--- src/rtl/bmm_ram.sv ---
module bmm_ram #(
    parameter int DEPTH = 64,
    parameter int WIDTH = 8
) (
    input  logic                     i_clk,
    input  logic                     i_we,
    input  logic                     i_re,
    input  logic [$clog2(DEPTH)-1:0] i_addr,
    input  logic [WIDTH-1:0]         i_wdata,
    output logic [WIDTH-1:0]         o_rdata
);
    logic [WIDTH-1:0] r_mem [DEPTH];
    logic [WIDTH-1:0] r_rdata;

    always_ff @(posedge i_clk) begin
        if (i_we) begin
            r_mem[i_addr] <= i_wdata;
        end
        if (i_re) begin
            r_rdata <= r_mem[i_addr];
        end
    end

    assign o_rdata = r_rdata;
endmodule

--- config.mk ---
export PLATFORM = sky130hd
export DESIGN_NAME = bmm_ram
export DESIGN_NICKNAME = d
export VERILOG_FILES = /design/src/rtl/bmm_ram.sv
export SDC_FILE = /design/constraint.sdc
export NUM_CORES = 1
export LEC_CHECK = 0
export ABC_AREA = 1
export CORE_ASPECT_RATIO = 1.25
export CORE_MARGIN = 2
export CORE_UTILIZATION = 35
export CTS_CLUSTER_SIZE = 24
export DETAILED_ROUTE_END_ITERATION = 10
export DONT_BUFFER_PORTS = 1
export HOLD_SLACK_MARGIN = 0.12
export SKIP_LAST_GASP = 1
export SYNTH_ARGS = -nofsm -noshare
export SYNTH_HDL_FRONTEND = slang
export SYNTH_SLANG_ARGS = --single-unit
--- constraint.sdc ---
create_clock -name i_clk -period 2.5 [get_ports i_clk]
set_input_delay 0.25 -clock i_clk [delete_from_list [all_inputs] [get_ports i_clk]]
set_output_delay 0.25 -clock i_clk [all_outputs]
set_load 0.02 [all_outputs]
==> results of run 1 <==
worst max-delay path: stages:
cell and delay [ns]:
dlygate4sd3_1 0.96, nor4_1 0.32, buf_4 0.23
sequential cells by signal, summed over array words and instances, names as in the netlist:
name	cells
o_rdata	8
r_mem	512
per-layer routing:
metal / share of wire / wire, um / up-vias / GRT usage
met5: 0 / 0 / - / 0
met4: 0.030 / 1640 / 0 / 0.0606
met3: 0.049 / 2700 / 91 / 0.0205
met2: 0.51 / 27700 / 360 / 0.297
met1: 0.41 / 22600 / 7059 / 0.205
li1: - / - / 7122 / -
cells in the mapped netlist (all sizes together):
| cell type | number |
|---|---|
| nand3 | 13 |
| o211ai | 5 |
| clkinv | 1 |
| nor4 | 2 |
| or2 | 6 |
| o21ai | 7 |
| nand4 | 2 |
| nor2 | 89 |
| nor3 | 8 |
| inv | 29 |
| edfxtp | 520 |
| nand2 | 1384 |
| clkbuf | 23 |
| buf | 78 |
metrics by stage:
stage               cells  power (mW)
floorplan            2167        10.5
global placement     2994        10.7
detailed placement   2994        10.7
CTS                  3104        18.7
global route         3105        19.1
finish               3105        18.6
kinds of logic after synthesis:
family,share of synthesized area
and+or+nand+nor,0.260
DFF,0.706
buffers and inverters,0.0314
AOI/OAI and AO/OA,0.00328
final cells by class:
| cell class | count | area share |
|---|---|---|
| Clock buffer | 60 | 0.0517 |
| Tap cell | 840 | 0.0414 |
| Multi-Input combinational cell | 1516 | 0.229 |
| Clock inverter | 30 | 0.0151 |
| Inverter | 30 | 0.00469 |
| Sequential cell | 520 | 0.616 |
| Antenna cell | 1 | 0.0000987 |
| Timing Repair Buffer | 108 | 0.0419 |
power by group through the flow:
| stage | Clock, mW | Combinational (mW) | Sequential (mW) |
|---|---|---|---|
| 6_report | 7.87 | 0.984 | 9.72 |
| 5_1_grt | 8.32 | 1.10 | 9.72 |
| 4_1_cts | 7.99 | 0.987 | 9.72 |
| 3_5_place_dp | 0 | 0.765 | 9.91 |
| 3_3_place_gp | 0 | 0.763 | 9.90 |
| 2_1_floorplan | 0 | 0.659 | 9.89 |
timing repair:
action                                 in CTS  in global routing
endpoints found under the hold margin     533                  0
gates resized for setup                     0                  0
hold buffers                               20                  0
final timing paths:
| path | to | from | cells past startpoint |
|---|---|---|---|
| worst max-delay path | r_mem[40][1] | i_addr[0] | 3 |
| worst max register to register | o_rdata[4] | r_mem[23][4] | 10 |
| worst min register to register | o_rdata[6] | r_mem[47][6] | 6 |
| worst min-delay path | o_rdata[1] | i_addr[2] | 6 |
==> flow_metrics.env, run 1 <==
export IMPL_p_seq_frac=0.523
export IMPL_grt_max_degree=273
export IMPL_p_leak_nw=10.5
export IMPL_rows=103
export IMPL_nets=2243
export IMPL_max_freq_mhz=510
export IMPL_clk_pin_slew_worst_paths_ns=0.06
export IMPL_grt_usage=0.166
export IMPL_synth_area_leaders="edfxtp_1 (71%), nand2_1 (23%), nor2_1 (1.5%), buf_2 (1.2%), buf_6 (0.76%)"
export IMPL_layout_common_cells="nand2_1 (1384), edfxtp_1 (520), nor2_1 (87), buf_4 (83), clkbuf_16 (51)"
export IMPL_dpl_cell_area_sq_um=23300
export IMPL_hold_class="in2reg"
export IMPL_cts_buffers=50
export IMPL_portBuffers=0
export IMPL_gp_congestion=0.832
export IMPL_syn_cell_area_sq_um=22100
export IMPL_ys_types=21
export IMPL_fin_hold_ws_ns=0.132
export IMPL_cts_max_level=2
export IMPL_critPathLaunchType="primary input"
export IMPL_setup_tns_ns=0
export IMPL_p_clk_frac=0.424
export IMPL_clk_latency_ns=0.58
export IMPL_cp_end_kind="flip-flop"
export IMPL_via_per_inst=4.71
export IMPL_final_setup_viol_count=0
export IMPL_routedWlPerCell_um=17.6
export IMPL_regArea_sq_um=15600
export IMPL_ys_ff_latch=520
export IMPL_chipWidth_um=229
export IMPL_layout_commonest_cell="nand2_1"
export IMPL_status="completed"
export IMPL_yosys_warnings=0
export IMPL_pre_cts_ws_ns=0.473
export IMPL_post_cts_buffers=0
export IMPL_drive_gt1_frac=0.0844
export IMPL_area_growth_pct=14.6
export IMPL_tightest_slew_ns=1.06
export IMPL_cap_viol_max_count=0
export IMPL_ff2ff_setup_slack_ns=0.96
export IMPL_floorplan_die_area_sq_um=65300
export IMPL_syn_area_per_cell_sq_um=10.2
export IMPL_grt_remaining_overflow=0
export IMPL_drt_initial_drc_count=1219
export IMPL_postLayoutCellArea_sq_um=25400
export IMPL_arrival_ns=2.24
export IMPL_initial_core_util=0.352
export IMPL_n_fill_cell=6115
export IMPL_syn_instance_count=2167
export IMPL_cts_tree="built"
export IMPL_p_comb_frac=0.053
export IMPL_cts_sinks=520
export IMPL_num_vias=14632
export IMPL_crit_path_max_fanout=272
export IMPL_ir_worst_vdd_mv=0.446
export IMPL_crit_type="in2reg"
export IMPL_core_sq_um=62900
export IMPL_wirelength_um=54600
export IMPL_intPower_mw=14.6
export IMPL_cts_root_buf="clkbuf_16"
export IMPL_post_route_period_util=0.785
export IMPL_fin_ws_ns=0.538
export IMPL_die_h_um=285
export IMPL_post_dp_hpwl_um=30800
export IMPL_max_slew_margin=0.292
export IMPL_hold_viol=0
export IMPL_antenna_found_initial=1
export IMPL_multi_input_area_sq_um=5810
export IMPL_ant_nets=0
export IMPL_io_pins=25
export IMPL_skew_ns=0.0205
export IMPL_seq_area_frac_synth=0.706
export IMPL_p_switching_mw=3.94
export IMPL_clockBufferDepth=3
export IMPL_utilization=0.403
export IMPL_powerDensity_nw_per_um2=732
export IMPL_syn_num_nets=2184
export IMPL_required_ns=2.77
export IMPL_drv_slew=0
export IMPL_first_global_vias=14391
export IMPL_rsz0062_at_grt="false"
export IMPL_grt_pass1_wl_um=83900
export IMPL_drc=0
export IMPL_dr_pass1_iters=5
export IMPL_post_route_min_period_ns=1.96
export IMPL_synth_top_area_share=0.706
export IMPL_netSwitchingFraction=0.212
export IMPL_synth_top_area_cell="edfxtp_1"
No activity file was read; power rests on OpenSTA's default activity.
==> run 2: changes to the inputs <==
==> constraint.sdc (replaced) <==
create_clock -name i_clk -period 1.95 [get_ports i_clk]
set_input_delay 0.195 -clock i_clk [delete_from_list [all_inputs] [get_ports i_clk]]
set_output_delay 0.195 -clock i_clk [all_outputs]
set_load 0.02 [all_outputs]
==> run 2 against run 1 <==
Sequential cell count did not move. Power is 25% higher. Worst setup slack got worse by 0.43 ns. Die area is the same. Wire length increased by 2.6%. Worst hold slack barely moved. Sequential power up 29%. Critical path depth increased by 2. Sequential share of layout area fell by 0.40 points. Utilization is 0.27 points higher. Count of clock-buffer cells in the layout increased by 4. Largest power group unchanged.
==> flow_metrics.env, run 2 (synthesis gave the netlist of run 1 again) <==
export IMPL_ir_worst_vdd_mv=0.627
export IMPL_cp_num_buf_inv=3
export IMPL_ant_nets=0
export IMPL_crit_cells=5
export IMPL_chipWidth_um=229
export IMPL_core_sq_um=62900
export IMPL_largest_register_ff_count=512
export IMPL_routedWlPerCell_um=17.9
export IMPL_slowest_delay_ns=0.76
export IMPL_crit_path_max_fanout=7
export IMPL_cap_viol_max_count=0
export IMPL_utilization=0.406
export IMPL_gp_congestion=0.806
export IMPL_antenna_found_initial=2
export IMPL_post_route_period_util=0.945
export IMPL_drive_gt1_frac=0.0881
export IMPL_grt_usage=0.171
export IMPL_cts_buffers=50
export IMPL_hold_depth=6
export IMPL_initial_core_util=0.352
export IMPL_num_vias=14864
export IMPL_via_per_inst=4.74
export IMPL_cts_root_buf="clkbuf_16"
export IMPL_tightest_slew_ns=0.868
export IMPL_pre_cts_ws_ns=0.0803
export IMPL_clk_latency_ns=0.60
export IMPL_ff2ff_setup_slack_ns=0.18
export IMPL_max_slew_margin=0.422
export IMPL_fin_hold_ws_ns=0.132
export IMPL_layout_common_cells="nand2_1 (1382), edfxtp_1 (520), buf_4 (99), nor2_1 (86), clkbuf_16 (50)"
export IMPL_critPathLaunchType="primary input"
export IMPL_path_cells="dlygate4sd3_1 -> nand3_1 -> dlygate4sd3_1 -> nor2_1 -> buf_4"
export IMPL_clk_pin_slew_worst_paths_ns=0.06
export IMPL_post_dp_hpwl_um=31200
export IMPL_layout_commonest_cell="nand2_1"
export IMPL_final_setup_viol_count=0
export IMPL_drt_initial_drc_count=1150
export IMPL_io_pins=25
export IMPL_p_leak_nw=10.6
export IMPL_max_freq_mhz=543
export IMPL_crit_type="in2reg"
export IMPL_grt_remaining_overflow=0
export IMPL_nets=2271
export IMPL_worst_path_most_repeated_cell="dlygate4sd3_1"
export IMPL_clockBufferDepth=3
export IMPL_area_growth_pct=15.4
export IMPL_cts_max_level=2
export IMPL_floorplan_die_area_sq_um=65300
export IMPL_grt_pass1_wl_um=85800
export IMPL_post_route_min_period_ns=1.84
export IMPL_regMostFlops="r_mem"
export IMPL_dr_pass1_iters=5
export IMPL_required_ns=2.27
export IMPL_grt_max_degree=273
export IMPL_drc=0
export IMPL_n_fill_cell=6063
export IMPL_portBuffers=0
export IMPL_powerDensity_nw_per_um2=913
export IMPL_skew_ns=0.0271
export IMPL_cp_top_family="buffers and inverters"
export IMPL_cts_tree="built"
export IMPL_die_h_um=285
export IMPL_fin_ws_ns=0.108
export IMPL_drv_slew=0
export IMPL_wirelength_um=56000
export IMPL_crit_slowest_cell="dlygate4sd3_1"
export IMPL_rsz0062_at_grt="false"
export IMPL_cp_end_kind="flip-flop"
export IMPL_arrival_ns=2.16
export IMPL_hold_viol=0
export IMPL_first_global_vias=14592
export IMPL_hold_class="in2reg"
export IMPL_reg2regPathDepth=11
export IMPL_cts_sinks=520
export IMPL_status="completed"
export IMPL_rows=103
-- run 2: path summary, 6_finish.rpt --
path / end / from
worst max-delay path: r_mem[18][1] / i_we
worst min-delay path: o_rdata[7] / i_addr[2]
worst max register to register: o_rdata[4] / r_mem[15][4]
worst min register to register: o_rdata[6] / r_mem[31][6]
-- run 2: repair_timing --
action                                  in CTS  in global routing
endpoints found under the hold margin      579                  1
endpoints found under the setup margin       0                  1
buffers inserted                             0                  0
hold buffers                                30                  1
gates resized for setup                      0                  4
-- run 2: final cells by class --
| class | count | area [sq um] | area share |
|---|---|---|---|
| clock buffers | 64 | 1300 | 0.0511 |
| diodes | 2 | 5.00 | 0.000196 |
| multi-input cells | 1516 | 5820 | 0.228 |
| flip-flops and latches | 520 | 15600 | 0.612 |
| well taps | 840 | 1050 | 0.0412 |
| repair buffers | 136 | 1340 | 0.0524 |
| clock inverters | 27 | 274 | 0.0107 |
| inverters | 30 | 119 | 0.00466 |
-- run 2: power by group --
group	internal, mW	switching [mW]	total (mW)	leakage (nW)
clock	5.40	4.11	9.51	0.771
sequential	12.4	0.0558	12.5	4.69
combinational	0.410	0.923	1.33	5.10
total	18.2	5.09	23.3	10.6
-- run 2: per-layer routing --
layer  GRT usage  vias up  wire [um]
met4      0.0630        2       1680
met3      0.0225       92       2790
met5           0        -         13
met2       0.306      354      28700
met1       0.212     7224      22900
li1            -     7192          -
-- run 2: worst reg2reg max path, cell delays in order, from the launching register on --
cell and delay [ns]:
edfxtp_1 0.37, nand2_1 0.11, nand2_1 0.07, nand2_1 0.05, nand2_1 0.05, nand2_1 0.04
dlygate4sd3_1 0.54, nand2_1 0.05, nand2_1 0.05, nand2_1 0.04, nor2_1 0.08, nand2_1 0.05
-- run 2: metrics by stage --
stage                     instance area [sq um]  power, mW  instances  setup TNS (ns)
after floorplan                           22100       13.5       2167           -3.42
after global placement                    23500       13.7       3012               0
after detailed placement                  23500       13.7       3012               0
after CTS                                 25500       23.5       3133               0
after global routing                      25500       24.0       3134               0
final                                     25500       23.3       3135               0
