## config.mk

```make
export PLATFORM = sky130hd
export DESIGN_NAME = bmm_decode
export DESIGN_NICKNAME = d
export VERILOG_FILES = /design/src/rtl/bmm_pkg.sv /design/src/rtl/bmm_decode.sv
export SDC_FILE = /design/constraint.sdc
export NUM_CORES = 1
export LEC_CHECK = 0
export BUFFER_PORTS_ARGS = -buffer_cell sky130_fd_sc_hd__buf_2
export CORE_AREA = 2 2 39 41
export DETAILED_ROUTE_END_ITERATION = 16
export DIE_AREA = 0 0 41 43
export GPL_ROUTABILITY_DRIVEN = 0
export GPL_TIMING_DRIVEN = 0
export PLACE_DENSITY_LB_ADDON = 0.05
export SETUP_SLACK_MARGIN = 0.05
export SYNTH_ARGS = -nofsm -noshare
export SYNTH_HDL_FRONTEND = slang
export SYNTH_SLANG_ARGS = --single-unit
```

## constraint.sdc

```tcl
create_clock -name vclk -period 1.3
set_clock_uncertainty 0.15 [all_clocks]
set_input_delay 0.13 -clock vclk [all_inputs]
set_output_delay 0.13 -clock vclk [all_outputs]
set_load 0.05 [all_outputs]
```

## src/rtl/bmm_pkg.sv

```systemverilog
package bmm_pkg;

    localparam int VIDEO_BANKS = 2;
    localparam int WORK_BANKS  = 8;

    localparam int VIDEO_BANK_BYTES = 8192;
    localparam int WORK_BANK_BYTES  = 4096;
    localparam int VIDEO_DEPTH      = VIDEO_BANKS * VIDEO_BANK_BYTES;
    localparam int WORK_DEPTH       = WORK_BANKS * WORK_BANK_BYTES;
    localparam int VIDEO_AW         = $clog2(VIDEO_DEPTH);
    localparam int WORK_AW          = $clog2(WORK_DEPTH);
    localparam int UPPER_DEPTH      = 512;
    localparam int UPPER_AW         = $clog2(UPPER_DEPTH);
    localparam int PAL_DEPTH        = 64;
    localparam int PAL_AW           = $clog2(PAL_DEPTH);

    localparam logic [15:0] UPPER_BASE = 16'hFE00;
    localparam logic [15:0] OAM_LAST   = 16'hFE9F;
    localparam logic [15:0] REG_DIV    = 16'hFF04;
    localparam logic [15:0] REG_LY     = 16'hFF44;
    localparam logic [15:0] REG_DMA    = 16'hFF46;
    localparam logic [15:0] REG_VBK    = 16'hFF4F;
    localparam logic [15:0] REG_BGIDX  = 16'hFF68;
    localparam logic [15:0] REG_BGDAT  = 16'hFF69;
    localparam logic [15:0] REG_OBIDX  = 16'hFF6A;
    localparam logic [15:0] REG_OBDAT  = 16'hFF6B;
    localparam logic [15:0] REG_SVBK   = 16'hFF70;

    localparam logic [7:0] PAL_RESET = 8'hFF;

    typedef enum logic [2:0] {
        SRC_ZERO,
        SRC_VIDEO,
        SRC_WORK,
        SRC_UPPER,
        SRC_BGPAL,
        SRC_OBPAL,
        SRC_BGIDX,
        SRC_OBIDX
    } t_src;

    typedef struct packed {
        t_src src;
        logic cart;
        logic we_video;
        logic we_work;
        logic we_upper;
        logic upper_zero;
        logic set_vbk;
        logic set_svbk;
        logic set_bgidx;
        logic set_obidx;
        logic we_bgpal;
        logic we_obpal;
    } t_dec;

endpackage

```

## src/rtl/bmm_decode.sv

```systemverilog
module bmm_decode (
    input  logic          i_command,
    input  logic [15:0]   i_address,
    input  logic          i_vram_allowed,
    input  logic          i_oam_allowed,
    input  logic          i_palette_allowed,
    output bmm_pkg::t_dec o_dec
);
    import bmm_pkg::*;

    logic   wr;
    logic   rd;
    logic   is_upper;
    t_dec   dec;

    assign wr       = i_command;
    assign rd       = !i_command;
    assign is_upper = (i_address >= UPPER_BASE);

    always_comb begin
        dec = '0;
        dec.src = SRC_ZERO;
        unique case (i_address[15:12]) inside
            [4'h0:4'h7], 4'hA, 4'hB: begin
                dec.cart = 1'b1;
            end
            4'h8, 4'h9: begin
                dec.we_video = wr && i_vram_allowed;
                if (rd) dec.src = SRC_VIDEO;
            end
            4'hC, 4'hD, 4'hE: begin
                dec.we_work = wr;
                if (rd) dec.src = SRC_WORK;
            end
            default: begin
                if (!is_upper) begin
                    dec.we_work = wr;
                    if (rd) dec.src = SRC_WORK;
                end else if (rd) begin
                    unique case (i_address)
                        REG_BGIDX: dec.src = SRC_BGIDX;
                        REG_OBIDX: dec.src = SRC_OBIDX;
                        REG_BGDAT: dec.src = i_palette_allowed ? SRC_BGPAL : SRC_ZERO;
                        REG_OBDAT: dec.src = i_palette_allowed ? SRC_OBPAL : SRC_ZERO;
                        default:   dec.src = SRC_UPPER;
                    endcase
                end else if (i_address <= OAM_LAST) begin
                    dec.we_upper = i_oam_allowed;
                end else begin
                    unique case (i_address)
                        REG_DIV: begin
                            dec.we_upper   = 1'b1;
                            dec.upper_zero = 1'b1;
                        end
                        REG_LY, REG_DMA: begin
                            dec.we_upper = 1'b0;
                        end
                        REG_VBK: begin
                            dec.we_upper = 1'b1;
                            dec.set_vbk  = 1'b1;
                        end
                        REG_SVBK: begin
                            dec.we_upper = 1'b1;
                            dec.set_svbk = 1'b1;
                        end
                        REG_BGIDX: begin
                            dec.we_upper  = 1'b1;
                            dec.set_bgidx = 1'b1;
                        end
                        REG_OBIDX: begin
                            dec.we_upper  = 1'b1;
                            dec.set_obidx = 1'b1;
                        end
                        REG_BGDAT: dec.we_bgpal = i_palette_allowed;
                        REG_OBDAT: dec.we_obpal = i_palette_allowed;
                        default:   dec.we_upper = 1'b1;
                    endcase
                end
            end
        endcase
    end

    assign o_dec = dec;
endmodule

```

==> results of run 1 <==
## metrics by stage
stage / cells / cell area, um2 / setup WS (ns)
after floorplan: 45 / 398 / -0.556
after global placement: 95 / 588 / -0.603
after detailed placement: 95 / 588 / -0.608
after CTS: 96 / 749 / -0.491
after global routing: 98 / 788 / -0.539
final: 98 / 788 / -0.488
## per-layer routing
layer  track usage  vias up  wire length, um
met5             0        -                0
met4             0        0                0
met3             0        0               63
met2         0.266       16              609
met1         0.217      216              524
li1              -      253                -
## timing repair
action                                  in CTS  in global routing
endpoints found under the hold margin        0                  0
endpoints found under the setup margin      11                 12
resized for setup                           44                  5
pin swaps                                   12                  4
setup buffers                                1                  2
## area by class of cell
class / count / area [um2] / area share
well taps: 16 / 20.0 / 0.0254
inverters: 1 / 3.75 / 0.00476
multi-input cells: 44 / 415 / 0.527
repair buffers: 37 / 349 / 0.443
## cells in the mapped netlist
library cell / number / area [um2]
nor2_1: 5 / 18.8
and4bb_2: 1 / 12.5
or4_4: 1 / 11.3
nor4_2: 1 / 12.5
a21oi_1: 2 / 10.0
o21ai_0: 2 / 10.0
nor4b_1: 1 / 8.76
nor3b_1: 1 / 7.51
and4b_1: 1 / 10.0
nor2b_1: 1 / 6.26
and3b_1: 1 / 8.76
and4_1: 4 / 35.0
nand2_1: 7 / 26.3
a311o_1: 1 / 10.0
and3_1: 4 / 25.0
nor4_1: 3 / 18.8
nor3_1: 2 / 10.0
inv_1: 1 / 3.75
or3b_1: 1 / 8.76
nand3_1: 2 / 10.0
nand2b_1: 3 / 18.8
## cell families (layout without fill, tap and decap cells)
family | count (synthesis) | in the layout
AND/OR/NAND/NOR | 39 | 39
buffers and inverters | 1 | 38
AO/OA/AOI/OAI | 5 | 5
## power by group through the flow
stage	Clock (mW)	Combinational, mW	Sequential, mW
global route	0	0.162	0
finish	0	0.151	0
floorplan	0	0.0560	0
global placement	0	0.117	0
CTS	0	0.145	0
detailed placement	0	0.117	0
## how the worst max path moves through the flow
stage / slack [ns] / depth (start not counted) / endpoint
final: -0.49 / 5 / o_dec[6]
after CTS: -0.49 / 5 / o_dec[6]
after detailed placement: -0.61 / 5 / o_dec[6]
after global routing: -0.54 / 5 / o_dec[6]
after global placement: -0.60 / 5 / o_dec[6]
after floorplan: -0.56 / 4 / o_dec[6]
==> results.py, run 1 <==
metrics = {
    "outcome": {
        "status": "complete, but fails checks",
        "violations": "negative setup slack",
    },
    "finish": {
        "num-fill-cells": 127,
        "nClkBuffers": 0,
        "seq_cell_count": 0,
        "syn_to_final_growth_pct": 179,
        "utilization": 0.570,
        "layout.cells.most_common_list": "15 x buf_6, 12 x buf_2, 6 x nand2_1, 6 x buf_8",
        "seq_area_um2": 0,
        "final_nets": 104,
        "final_common_cell": "buf_6",
        "antennaDiodeCount": 0,
        "drive_above_1_share": 0.732,
    },
    "synthesis": {
        "synth-simple-area-share": 0.881,
        "yosysWarnings": 0,
        "ys_seq_area_frac": 0,
        "synth.distinct_cells": 21,
        "syn_nets": 65,
        "avgSynthCellArea_um2": 6.28,
        "syn_inst": 45,
        "synth_compound_area_frac": 0.106,
        "syn-cell-area_um2": 283,
        "synth_top_family_by_area": "simple AND/OR/NAND/NOR gates",
        "synth-xor-area-share": 0,
        "synth_fa_ha_area_frac": 0,
        "muxShareOfSynthArea": 0,
    },
    "routing": {
        "ant_nets": 0,
        "vias_per_cell": 4.95,
        "first_pass_iters": 2,
        "vias": 485,
        "drc": 0,
        "wl_per_cell_um": 12.2,
        "first_iter_violations": 7,
        "drt_wl_total_um": 1200,
    },
    "power_and_ir_drop": {
        "pwr-share-seq": 0,
        "p_int_mw": 0.0715,
        "leakagePower_nw": 0.340,
        "switching_share": 0.526,
        "total_power_mw": 0.151,
        "irDropWorstVdd_mv": 0.120,
        "clkPwrFrac": 0,
        "p_per_area_mw_per_mm2": 191,
        "switchingPower_mw": 0.0793,
        "combPwrFrac": 1.000,
    },
    "timing": {
        "fin_ws_ns": -0.488,
        "fin_crit_sh": 1.38,
        "hold_viol": 0,
        "rsz0062_at_grt": "yes",
        "totalNegativeSetupSlack_ns": -3.42,
        "worst_slew_margin_rel": 0.648,
        "worst_pin_slew_ns": 0.524,
        "fmax_mhz": 559,
        "setup_violations": 11,
        "post-route-min-period_ns": 1.79,
        "finalHoldWorstSlack_ns": 0.381,
        "maxSlewViolCount": 0,
    },
    "grt": {
        "grt_first_pass_wirelength_um": 2040,
        "antenna_found_initial": 0,
        "grt_pass1_vias": 494,
        "grt.overflow.total": 0,
        "grt_max_degree": 8,
        "grt_usage": 0.153,
    },
    "die": {
        "ios": 34,
        "std_cell_rows": 14,
        "die-area_mm2": 0.00176,
        "core-area_mm2": 0.00138,
        "die_h_um": 43,
        "die_x_um": 41,
        "start_util": 0.204,
    },
    "setup_path": {
        "cp-start-kind": "primary input",
        "arrival_ns": 1.51,
        "crit_path_max_incr_delay_ns": 0.55,
        "cpMaxStageDelayCell": "or4_4",
        "cp-end-kind": "primary output",
        "path_buf_inv": 2,
        "cp_top_family": "simple AND/OR/NAND/NOR gates",
        "crit_type": "primary input to primary output",
        "crit_required_ns": 1.02,
        "path_cells": "buf_6 -> or3b_4 -> or4_4 -> nor4_4 -> buf_6",
        "cp-startpoint": "i_address[3]",
        "cp_common_cell": "buf_6",
        "crit_fanout": 3,
    },
    "run": {
        "cap_viol_max_count": 0,
    },
    "clock_network": {
        "postCtsHoldBufs": 0,
    },
    "worst_hold_path": {
        "hold_path_depth": 3,
        "min_path_type": "primary input to primary output",
        "hold_end": "o_dec[3]",
        "hold_start": "i_address[0]",
    },
    "placed_design": {
        "port_buffers": 34,
        "post-dp-hpwl_um": 928,
    },
}
Note: power is estimated with default switching activity, not from simulation.
==> run 2: changes to the inputs <==
==> constraint.sdc (replaced) <==
create_clock -name vclk -period 2
set_clock_uncertainty 0.15 [all_clocks]
set_input_delay 0.2 -clock vclk [all_inputs]
set_output_delay 0.2 -clock vclk [all_outputs]
set_load 0.05 [all_outputs]
==> run 2 against run 1 <==
Compared with the run above:
- the run now ends clean
- combinational power shrank 54%
- design area fell by 33%
- die area did not move
- final cell count is 3.1% lower
- worst setup slack gained 0.59 ns
==> results.py, run 2 (same netlist as run 1, synthesis figures left out) <==
metrics = {
    "timing": {
        "maxSlewViolCount": 0,
        "setup_violations": 0,
        "rsz0062_at_grt": "no",
        "fmax_mhz": 526,
        "worst_pin_slew_ns": 0.351,
        "fin_crit_sh": 0.950,
        "post-route-min-period_ns": 1.90,
        "fin_ws_ns": 0.100,
        "totalNegativeSetupSlack_ns": 0,
        "hold_viol": 0,
        "worst_slew_margin_rel": 0.762,
    },
    "routing": {
        "wl_per_cell_um": 10.6,
        "drc": 0,
        "first_iter_violations": 11,
        "first_pass_iters": 4,
        "ant_nets": 0,
        "vias": 473,
        "vias_per_cell": 4.98,
        "drt_wl_total_um": 1000,
    },
    "setup_path": {
        "crit_type": "primary input to primary output",
        "path_buf_inv": 2,
        "cp-start-kind": "primary input",
        "cp.depth": 5,
        "crit_fanout": 6,
        "cp_top_family": "simple AND/OR/NAND/NOR gates",
        "cp-startpoint": "i_address[0]",
        "cp-end-kind": "primary output",
        "arrival_ns": 1.55,
        "path_cells": "buf_2 -> or3b_1 -> or4_4 -> nor4_4 -> buf_6",
        "crit_path_max_incr_delay_ns": 0.46,
        "cpMaxStageDelayCell": "or4_4",
        "crit_required_ns": 1.65,
    },
    "die": {
        "std_cell_rows": 14,
        "die_h_um": 43,
        "die-area_mm2": 0.00176,
        "ios": 34,
        "core-area_mm2": 0.00138,
        "die_x_um": 41,
        "start_util": 0.204,
    },
    "finish": {
        "layout.cells.most_common_list": "29 x buf_2, 6 x nand2_1, 4 x nor2_1, 4 x and3_1",
        "nClkBuffers": 0,
        "seq_area_um2": 0,
        "antennaDiodeCount": 0,
        "utilization": 0.383,
        "syn_to_final_growth_pct": 87.6,
        "final_nets": 101,
        "final_common_cell": "buf_2",
        "seq_cell_count": 0,
        "drive_above_1_share": 0.570,
    },
    "worst_hold_path": {
        "min_path_type": "primary input to primary output",
        "hold_path_depth": 3,
        "hold_start": "i_address[7]",
    },
    "power_and_ir_drop": {
        "irDropWorstVdd_mv": 0.0757,
        "leakagePower_nw": 0.261,
        "p_per_area_mw_per_mm2": 130,
    },
    "grt": {
        "antenna_found_initial": 0,
        "grt_usage": 0.121,
        "grt.overflow.total": 0,
        "grt_pass1_vias": 406,
        "grt_max_degree": 8,
        "grt_first_pass_wirelength_um": 1610,
    },
    "placed_design": {
        "post-dp-hpwl_um": 880,
        "port_buffers": 34,
        "pre_cts_ws_ns": -0.0726,
    },
    "clock_network": {
        "postCtsHoldBufs": 0,
    },
    "outcome": {
        "status": "finished, final reports clean",
    },
    "run": {
        "cap_viol_max_count": 0,
    },
}
-- run 2: cell types whose count changed in the layout (fill, tap and decap cells not counted), sizes merged --
cell	previous run	this run
clkbuf	1	3
buf	36	31
-- run 2: worst min-delay path: stages --
cell    delay (ns)
buf_2         0.12
nor4_4        0.05
buf_6         0.14
-- run 2: layer usage --
layer	global-route usage	wire length, um	part of all wire
met1	0.180	453	0.45
met2	0.200	490	0.49
met3	0	59	0.059
met4	0	0	0
met5	0	0	0
-- run 2: path summary, 6_finish.rpt --
check | to | slack [ns]
worst max-delay path | o_dec[6] | 0.1
worst min-delay path | o_dec[6] | 0.57
-- run 2: final cells by class --
| type | count | area (um2) |
|---|---|---|
| tap | 16 | 20.0 |
| inverter | 1 | 3.75 |
| fill | 168 | 853 |
| timing repair buffer | 34 | 186 |
| multi-input combinational | 44 | 320 |
-- run 2: report_power, final --
group | switching, mW | internal [mW]
clock network | 0 | 0
registers | 0 | 0
logic | 0.0427 | 0.0262
total | 0.0427 | 0.0262
-- run 2: repair_timing --
item | in CTS | in global routing
endpoints found under the hold margin | 0 | 0
pin swaps | 1 | 0
setup buffers | 0 | 0
cloned | 0 | 0
resized for setup | 3 | 7
setup endpoints to repair | 1 | 4
-- run 2: through the flow --
step                total power [mW]  instance area [um2]  hold WS, ns  instances
global placement              0.0691                  509        0.604         95
detailed placement            0.0689                  509        0.601         95
finish                        0.0689                  531        0.566         95
floorplan                     0.0323                  319        0.317         45
CTS                           0.0697                  518        0.570         95
global route                  0.0767                  531        0.585         95
==> run 3: changes to the inputs <==
--- a/config.mk
+++ b/config.mk
@@ -5,6 +5,7 @@
 export SDC_FILE = /design/constraint.sdc
 export NUM_CORES = 1
 export LEC_CHECK = 0
+export ABC_AREA = 1
 export BUFFER_PORTS_ARGS = -buffer_cell sky130_fd_sc_hd__buf_2
 export CORE_AREA = 2 2 39 41
 export DETAILED_ROUTE_END_ITERATION = 16
==> run 3 against run 2 <==
Compared with the run above:
- combinational power up 25%
- non-clock buffer count unchanged
- sequential share of layout area unchanged
- critical endpoint is now o_dec[13]
- first-iteration DRC count shrank 9.1%
- design area is 27% higher
- global-route usage rose by 2.7 points
- wire length grew 22%
- critical path type unchanged
- count of clock-buffer cells in the layout unchanged
==> results.py, run 3 <==
metrics = {
    "setup_path": {
        "crit_fanout": 6,
        "cp-startpoint": "i_address[15]",
        "crit_path_max_incr_delay_ns": 0.26,
        "path_cells": "buf_2 -> nand2_1 -> nor2_4 -> nand3_4 -> nor2_4 -> nor2_1 -> nand2_1 -> nand2_1 -> nor2_1 -> buf_2",
        "cp-start-kind": "primary input",
        "arrival_ns": 1.43,
        "cp-end-kind": "primary output",
        "crit_type": "primary input to primary output",
        "crit_required_ns": 1.65,
        "cp_common_cell": "nand2_1",
        "cpMaxStageDelayCell": "buf_2",
    },
    "synthesis": {
        "synth_area_leaders": "nor2_1 24%, nand2_1 19%, inv_1 12%, nor2_4 9.7%, nand3_1 5.4%",
        "yosysTopAreaCell": "nor2_1",
        "avgSynthCellArea_um2": 4.68,
        "synth_top_area_share": 0.235,
        "yosysWarnings": 0,
        "post-synth-top-count-cell": "nor2_1",
        "syn-cell-area_um2": 463,
        "ys_seq_area_frac": 0,
        "synth.distinct_cells": 17,
        "syn_nets": 119,
        "synthTopCellsByCount": "29 x nor2_1, 23 x nand2_1, 15 x inv_1",
        "syn_inst": 99,
    },
    "finish": {
        "seq_cell_count": 0,
        "layout.cells.most_common_list": "34 x buf_2, 29 x nor2_1, 23 x nand2_1, 15 x inv_1, 5 x nand3_1",
        "num-fill-cells": 161,
        "antennaDiodeCount": 0,
        "syn_to_final_growth_pct": 45.9,
        "final_common_cell": "buf_2",
        "utilization": 0.488,
        "seq_area_um2": 0,
        "drive_above_1_share": 0.368,
        "nClkBuffers": 0,
        "final_nets": 155,
        "fin_area_um2": 676,
    },
    "power_and_ir_drop": {
        "leakagePower_nw": 0.369,
        "total_power_mw": 0.0860,
        "p_per_area_mw_per_mm2": 127,
        "irDropWorstVdd_mv": 0.0706,
    },
    "routing": {
        "ant_nets": 0,
        "vias": 663,
        "drt_wl_total_um": 1220,
        "wl_per_cell_um": 8.20,
        "first_pass_iters": 4,
        "vias_per_cell": 4.45,
        "drc": 0,
        "first_iter_violations": 10,
    },
    "timing": {
        "maxSlewViolCount": 0,
        "setup_violations": 0,
        "post-route-min-period_ns": 1.78,
        "fin_crit_sh": 0.892,
        "fmax_mhz": 561,
        "rsz0062_at_grt": "no",
        "worst_pin_slew_ns": 0.255,
        "hold_viol": 0,
        "worst_slew_margin_rel": 0.831,
        "totalNegativeSetupSlack_ns": 0,
    },
    "outcome": {
        "status": "finished, final reports clean",
    },
    "placed_design": {
        "post-dp-hpwl_um": 1110,
        "port_buffers": 34,
        "placed_area_um2": 676,
    },
    "grt": {
        "grt.overflow.total": 0,
        "grt_pass1_vias": 511,
        "grt_usage": 0.148,
        "antenna_found_initial": 0,
        "grt_first_pass_wirelength_um": 1970,
        "grt_max_degree": 7,
    },
    "die": {
        "core-area_mm2": 0.00138,
        "start_util": 0.335,
        "die_x_um": 41,
        "ios": 34,
        "die-area_mm2": 0.00176,
        "die_h_um": 43,
        "std_cell_rows": 14,
    },
    "clock_network": {
        "post_cts_buffers": 0,
        "postCtsHoldBufs": 0,
        "ctsResizeCount": 0,
    },
    "run": {
        "cap_viol_max_count": 0,
    },
    "worst_hold_path": {
        "min_path_type": "primary input to primary output",
        "hold_start": "i_vram_allowed",
    },
}
## run 3: cells by family after synthesis
logic type             share of synthesized area
buffers and inverters                      0.138
AO/OA/AOI/OAI                             0.0729
AND/OR/NAND/NOR                            0.789
## run 3: worst max-delay path, delay by kind of cell
kind,cells,cell delay [ns]
and+or+nand+nor,8,0.87
buffers and inverters,2,0.35
## run 3: cell type report
class | instances | area, um2 | share of cell area
Multi-Input combinational cell | 82 | 422 | 0.624
Inverter | 17 | 63.8 | 0.0944
Tap cell | 16 | 20.0 | 0.0296
Timing Repair Buffer | 34 | 170 | 0.252
## run 3: final timing paths
path	endpoint	cells past startpoint
setup / recovery	o_dec[13]	10
hold / removal	o_dec[9]	4
## run 3: where the power goes
part | switching, mW | internal, mW
clock | 0 | 0
sequential | 0 | 0
combinational | 0.0563 | 0.0296
## run 3: stage by stage
step	instances	worst slack, ns	hold WS (ns)
2_1_floorplan	99	-0.0957	0.355
3_3_place_gp	149	0.201	0.625
3_5_place_dp	149	0.206	0.636
4_1_cts	149	0.202	0.636
5_1_grt	149	0.0649	0.661
6_report	149	0.217	0.633
## run 3: per-layer routing
layer / up-vias / share of wire / track usage
li1: 381 / - / -
met1: 265 / 0.49 / 0.222
met2: 17 / 0.46 / 0.244
met3: 0 / 0.043 / 0
met4: 0 / 0 / 0
met5: - / 0 / 0
